--- src/sv/lamp_pkg.sv ---
package lamp_pkg;

	localparam int YAW_BINS     = 361;
	localparam int ROW_STRIDE   = 384;
	localparam int BIT_LIMIT    = YAW_BINS * ROW_STRIDE;
	localparam int MASK_WORDS   = (BIT_LIMIT + 31) / 32;
	localparam int WORD_AW      = $clog2(MASK_WORDS);
	localparam int CORDIC_STEPS = 16;
	localparam int CORDIC_W     = 48;
	localparam int STEP_W       = $clog2(CORDIC_STEPS);

	localparam logic signed [31:0] DEG180  = 32'sd11796480;
	localparam logic [63:0]        NEAR_SQ = 64'd386547057;

	localparam logic [1:0] CMD_POINT = 2'd0;
	localparam logic [1:0] CMD_WRITE = 2'd1;
	localparam logic [1:0] CMD_READ  = 2'd2;

	localparam logic [2:0] ST_KEPT    = 3'd0;
	localparam logic [2:0] ST_NEAR    = 3'd1;
	localparam logic [2:0] ST_MASKED  = 3'd2;
	localparam logic [2:0] ST_ADDRERR = 3'd3;
	localparam logic [2:0] ST_WORD    = 3'd4;

	localparam logic [2:0] REG_LEARN_MODE   = 3'd0;
	localparam logic [2:0] REG_LEARN_RADIUS = 3'd1;
	localparam logic [2:0] REG_Z_LOW        = 3'd2;
	localparam logic [2:0] REG_Z_HIGH       = 3'd3;
	localparam logic [2:0] REG_EXPAND       = 3'd4;

	typedef struct packed {
		logic [1:0]         cmd;
		logic signed [31:0] x_coord;
		logic signed [31:0] y_coord;
		logic signed [31:0] z_coord;
		logic [15:0]        point_tag;
		logic [12:0]        word_addr;
		logic [31:0]        word_in;
	} in_t;

	typedef struct packed {
		logic [2:0]         status;
		logic signed [31:0] x_out;
		logic signed [31:0] y_out;
		logic signed [31:0] z_out;
		logic [15:0]        tag_out;
		logic [31:0]        word_out;
	} out_t;

	// atan(2^-i) in degrees scaled by 65536
	function automatic logic signed [31:0] lamp_atan(input logic [STEP_W-1:0] i);
		logic signed [31:0] v;
		case (i)
			4'd0:    v = 32'sd2949120;
			4'd1:    v = 32'sd1740967;
			4'd2:    v = 32'sd919879;
			4'd3:    v = 32'sd466945;
			4'd4:    v = 32'sd234379;
			4'd5:    v = 32'sd117304;
			4'd6:    v = 32'sd58666;
			4'd7:    v = 32'sd29335;
			4'd8:    v = 32'sd14668;
			4'd9:    v = 32'sd7334;
			4'd10:   v = 32'sd3667;
			4'd11:   v = 32'sd1833;
			4'd12:   v = 32'sd917;
			4'd13:   v = 32'sd458;
			4'd14:   v = 32'sd229;
			default: v = 32'sd115;
		endcase
		return v;
	endfunction

endpackage

--- src/sv/lamp_cordic.sv ---
module lamp_cordic
	import lamp_pkg::*;
(
	input  logic               clk,
	input  logic               arst_n,
	input  logic               start,
	input  logic signed [32:0] px,
	input  logic signed [31:0] py,
	output logic               done,
	output logic signed [31:0] angle
);

	logic signed [CORDIC_W-1:0] x_q, y_q;
	logic signed [31:0]         acc_q;
	logic [STEP_W-1:0]          step_q;
	logic                       run_q;
	logic                       done_q;

	logic signed [CORDIC_W-1:0] xs, ys, dx, dy;
	logic signed [31:0]         at;

	always_comb begin
		xs = CORDIC_W'(px) <<< 8;
		ys = CORDIC_W'(py) <<< 8;
		dx = y_q >>> step_q;
		dy = x_q >>> step_q;
		at = lamp_atan(step_q);
	end

	always_ff @(posedge clk or negedge arst_n) begin
		if (!arst_n) begin
			run_q  <= 1'b0;
			done_q <= 1'b0;
			step_q <= '0;
		end else begin
			done_q <= 1'b0;
			if (start) begin
				run_q  <= 1'b1;
				step_q <= '0;
				// left half plane: flip into the right one and start at +/-180 deg
				if (xs < 0) begin
					x_q   <= -xs;
					y_q   <= -ys;
					acc_q <= (ys >= 0) ? DEG180 : -DEG180;
				end else begin
					x_q   <= xs;
					y_q   <= ys;
					acc_q <= '0;
				end
			end else if (run_q) begin
				if (y_q >= 0) begin
					x_q   <= x_q + dx;
					y_q   <= y_q - dy;
					acc_q <= acc_q + at;
				end else begin
					x_q   <= x_q - dx;
					y_q   <= y_q + dy;
					acc_q <= acc_q - at;
				end
				step_q <= step_q + 1'b1;
				if (step_q == STEP_W'(CORDIC_STEPS - 1)) begin
					run_q  <= 1'b0;
					done_q <= 1'b1;
				end
			end
		end
	end

	assign done  = done_q;
	assign angle = acc_q;

endmodule
--- config.mk ---
export PLATFORM = sky130hd
export DESIGN_NAME = lamp_cordic
export DESIGN_NICKNAME = d
export VERILOG_FILES = /design/src/sv/lamp_pkg.sv /design/src/sv/lamp_cordic.sv
export SDC_FILE = /design/constraint.sdc
export NUM_CORES = 1
export LEC_CHECK = 0
export BUFFER_PORTS_ARGS = -buffer_cell sky130_fd_sc_hd__buf_4
export CAP_MARGIN = 20
export CELL_PAD_IN_SITES_DETAIL_PLACEMENT = 0
export CELL_PAD_IN_SITES_GLOBAL_PLACEMENT = 2
export CORE_ASPECT_RATIO = 1.4
export CORE_UTILIZATION = 40
export DETAILED_ROUTE_END_ITERATION = 10
export PLACE_DENSITY_LB_ADDON = 0.25
export SLEW_MARGIN = 20
export SYNTH_ARGS = -nofsm -noshare
export SYNTH_HDL_FRONTEND = slang
export SYNTH_SLANG_ARGS = --single-unit
export TNS_END_PERCENT = 50
--- constraint.sdc ---
create_clock -name clk -period 14.8 [get_ports clk]
set_clock_uncertainty 0.05 [all_clocks]
set_input_delay 2.22 -clock clk [delete_from_list [all_inputs] [get_ports clk]]
set_output_delay 2.22 -clock clk [all_outputs]
set_load 0.05 [all_outputs]
==> out/qor.csv <==
metric;value;unit
min Tclk post-route;8.01;ns
P&R area growth vs syn;7.85;%
post_cts resized;0;
CTS root buf;clkbuf_16;
nature of the critical path endpoint;flop;
met1 Use GR;34.1;%
grt met3 use;3.90;%
diode count;0;
routed wire length;79300;um
Mapped Nets;2847;
Layout Nets;2825;
Post-synth EDFFs;128;
Synth warnings;0;
number of setup buffers added after CTS;0;
Routability Congestion;1.04;
Slowest-stage cell, CP;dfrtp_4;
count of final hold-check violations;0;
DR iter-0 viols;1490;
Reg2Reg Setup Slack;6.79;ns
largest net degree at the start of global routing;84;
Die Ht;280;um
post-synthesis cell area;22100;um2
Worst Path Required;14.94;ns
CP Cell Sequence;buf_4 -> mux4_2 -> a222oi_1 -> a222oi_1 -> or2_2 -> or4b_4 -> or4_4 -> or3_4 -> o21ai_2 -> xnor2_1 -> ha_1 -> nand2_1 -> o21ai_0 -> a221o_1 -> a221oi_1 -> o21ai_0 -> o311ai_0 -> nor3b_1 -> o31ai_1;
placed instance count;3308;
Slew HR;25.5;%
final core utilization;43.8;%
I/O pins;101;
Mapped Cells;2628;
Critical Path Max Stage Delay;0.70;ns
post-synthesis sequential area ratio;18.1;%
crit path max fanout;55;
dominant synthesized flop cell;edfxtp_1;
cell family with most CP delay;compound AO/OA/AOI/OAI gates;
post-DP HPWL;62300;um
first-pass GRT wire length;122000;um
Setup CP Type;reg -> reg;
Vias;20900;
Netlist cell types;90;
async set-reset flop share out of synthesis;4.48;%
Final ANT Viol Nets;0;
WHS Path Cells;2;
clk slew on worst S/H paths;0.07;ns
worst-case clock buffer depth;2;
Initial Utilization;40.6;%
HP Start;angle[0]$_SDFFCE_PP0P_;
Port Buffers;100;
Worst Tran Pin Value;1.10;ns
hold crit path type;reg -> reg;
FP Rows;101;
final slew viol count;0;
worst hold margin;0.667;ns
Post-Layout Cell Count;3340;
share of cells above drive strength 1;13.2;%
syn_area_per_cell;8.40;um2
GRT Total Usage;28.0;%
status;completed;
Hold Path End;angle[0]$_SDFFCE_PP0P_;
CORE AREA;54300;um2
Clk Latency, worst-skew pair;0.47;ns
max cap viols;0;
Crit path buffers/inverters;1;
hold_buf cts;0;
drt first pass iters;5;
WL per Instance;23.7;um
Fmax achieved;125;MHz
GR Layer Usage met2;48.0;%
die width;201;um
CTS buffer count;17;
FF-to-FF path depth;19;
RSZ-0062 raised after global routing;no;
full die area;56200;um2
startpoint types;flop;
CTS sink count;134;
busiest grt layer;met2;
reg-to-reg endpoint;y_q[46]$_DFFE_PP_;
Setup TNS;0;ns
#FFs+latches synth;134;
vias in the first global route;20300;
H-tree depth;4;
DR DRC count;0;
final count of negative-setup-slack endpoints;0;
Data arrival, critical path;8.15;ns
CTS tree;built;
via/cell ratio;6.26;
crit share post-route;54.1;%
initial antenna violation count;2;
grt ovf;0;
worst r2r src;step_q[0]$_DFFE_PN0N_;
[per-layer routing]
layer  wire (um)  share of wire (%)
met3        4380                5.5
met1       32200                 41
met2       38500                 49
met5          13              0.016
met4        4200                5.3
[flip-flops by register name (all words and copies together) (netlist names)]
signal  count
x_q        48
step_q      4
done        1
run_q       1
angle      32
y_q        48
[worst register-to-register path, stage by stage, from the launching register on]
cell and delay (ns):
dfrtp_4 0.70, buf_4 0.72, mux4_2 0.65, a222oi_1 0.64, a222oi_1 0.30, or2_2 0.36
or4b_4 0.57, or4_4 0.61, or3_4 0.45, o21ai_2 0.16, xnor2_1 0.17, ha_1 0.34
nand2_1 0.18, o21ai_0 0.19, a221o_1 0.34, a221oi_1 0.32, o21ai_0 0.23, o311ai_0 0.41
nor3b_1 0.24, o31ai_1 0.10
[through the flow]
| stage | setup WS, ns | area, um2 |
|---|---|---|
| 6_report | 6.79 | 23800 |
| 5_1_grt | 6.35 | 23800 |
| 4_1_cts | 6.86 | 23800 |
| 3_5_place_dp | 6.89 | 23200 |
| 3_3_place_gp | 6.99 | 23200 |
| 2_1_floorplan | 7.33 | 22100 |
[Yosys cell counts (27+ instances only)]
library cell | count | area, um2
nand2_1 | 273 | 1020
nand3_1 | 44 | 220
clkbuf_1 | 94 | 353
o31ai_1 | 47 | 353
mux2_2 | 52 | 586
inv_1 | 55 | 206
nor2b_1 | 33 | 206
nor3_1 | 38 | 190
a21o_1 | 84 | 631
edfxtp_1 | 128 | 3840
a211oi_1 | 33 | 248
ha_1 | 148 | 1850
a21oi_1 | 186 | 931
nand2b_1 | 32 | 200
nor2_1 | 203 | 762
o21ai_0 | 226 | 1130
xor2_1 | 98 | 858
buf_1 | 34 | 128
xnor2_1 | 177 | 1550
mux2i_1 | 92 | 921
mux4_2 | 98 | 2210
nor4_1 | 27 | 169
[placed cells by master (no fill, tap or decap), drive strengths merged, types with 44 or more instances in the layout]
| master | synthesis | layout |
|---|---|---|
| mux4 | 106 | 106 |
| edfxtp | 128 | 128 |
| xor2 | 98 | 98 |
| a21o | 84 | 84 |
| nand3 | 44 | 44 |
| o21ai | 233 | 233 |
| mux2 | 52 | 52 |
| ha | 148 | 148 |
| inv | 56 | 60 |
| mux2i | 92 | 92 |
| nand2 | 273 | 273 |
| a21oi | 186 | 186 |
| o31ai | 47 | 47 |
| buf | 67 | 120 |
| xnor2 | 177 | 177 |
| nor2 | 203 | 203 |
[cell type report]
type / count / area (um2)
sequential: 134 / 4010
clock inverter: 15 / 179
inverter: 57 / 214
timing repair buffer: 120 / 902
clock buffer: 17 / 425
fill: 5513 / 30500
tap: 721 / 902
multi-input combinational: 2276 / 17200
[worst max path at each step]
stage / from / to / slack [ns] / cells after the start
final: step_q[0]$_DFFE_PN0N_ / y_q[46]$_DFFE_PP_ / 6.79 / 19
after detailed placement: step_q[0]$_DFFE_PN0N_ / y_q[46]$_DFFE_PP_ / 6.89 / 19
after CTS: step_q[0]$_DFFE_PN0N_ / y_q[42]$_DFFE_PP_ / 6.86 / 20
after global routing: step_q[0]$_DFFE_PN0N_ / y_q[46]$_DFFE_PP_ / 6.35 / 19
after floorplan: step_q[1]$_DFFE_PN0N_ / angle[31]$_DFFE_PP_ / 7.33 / 27
after global placement: step_q[0]$_DFFE_PN0N_ / y_q[46]$_DFFE_PP_ / 6.99 / 19
[kinds of logic after synthesis]
family | count (synthesis) | share of synthesized area (%)
mux | 250 | 17.8
simple gates | 812 | 17.8
fa+ha+maj | 151 | 8.66
compound gates | 788 | 22.7
buf+inv | 218 | 4.13
xor+xnor | 275 | 10.9
flops | 134 | 18.1
Power is not shown: default switching activity piles up to over one toggle a cycle in this logic, so the estimate is an artifact.
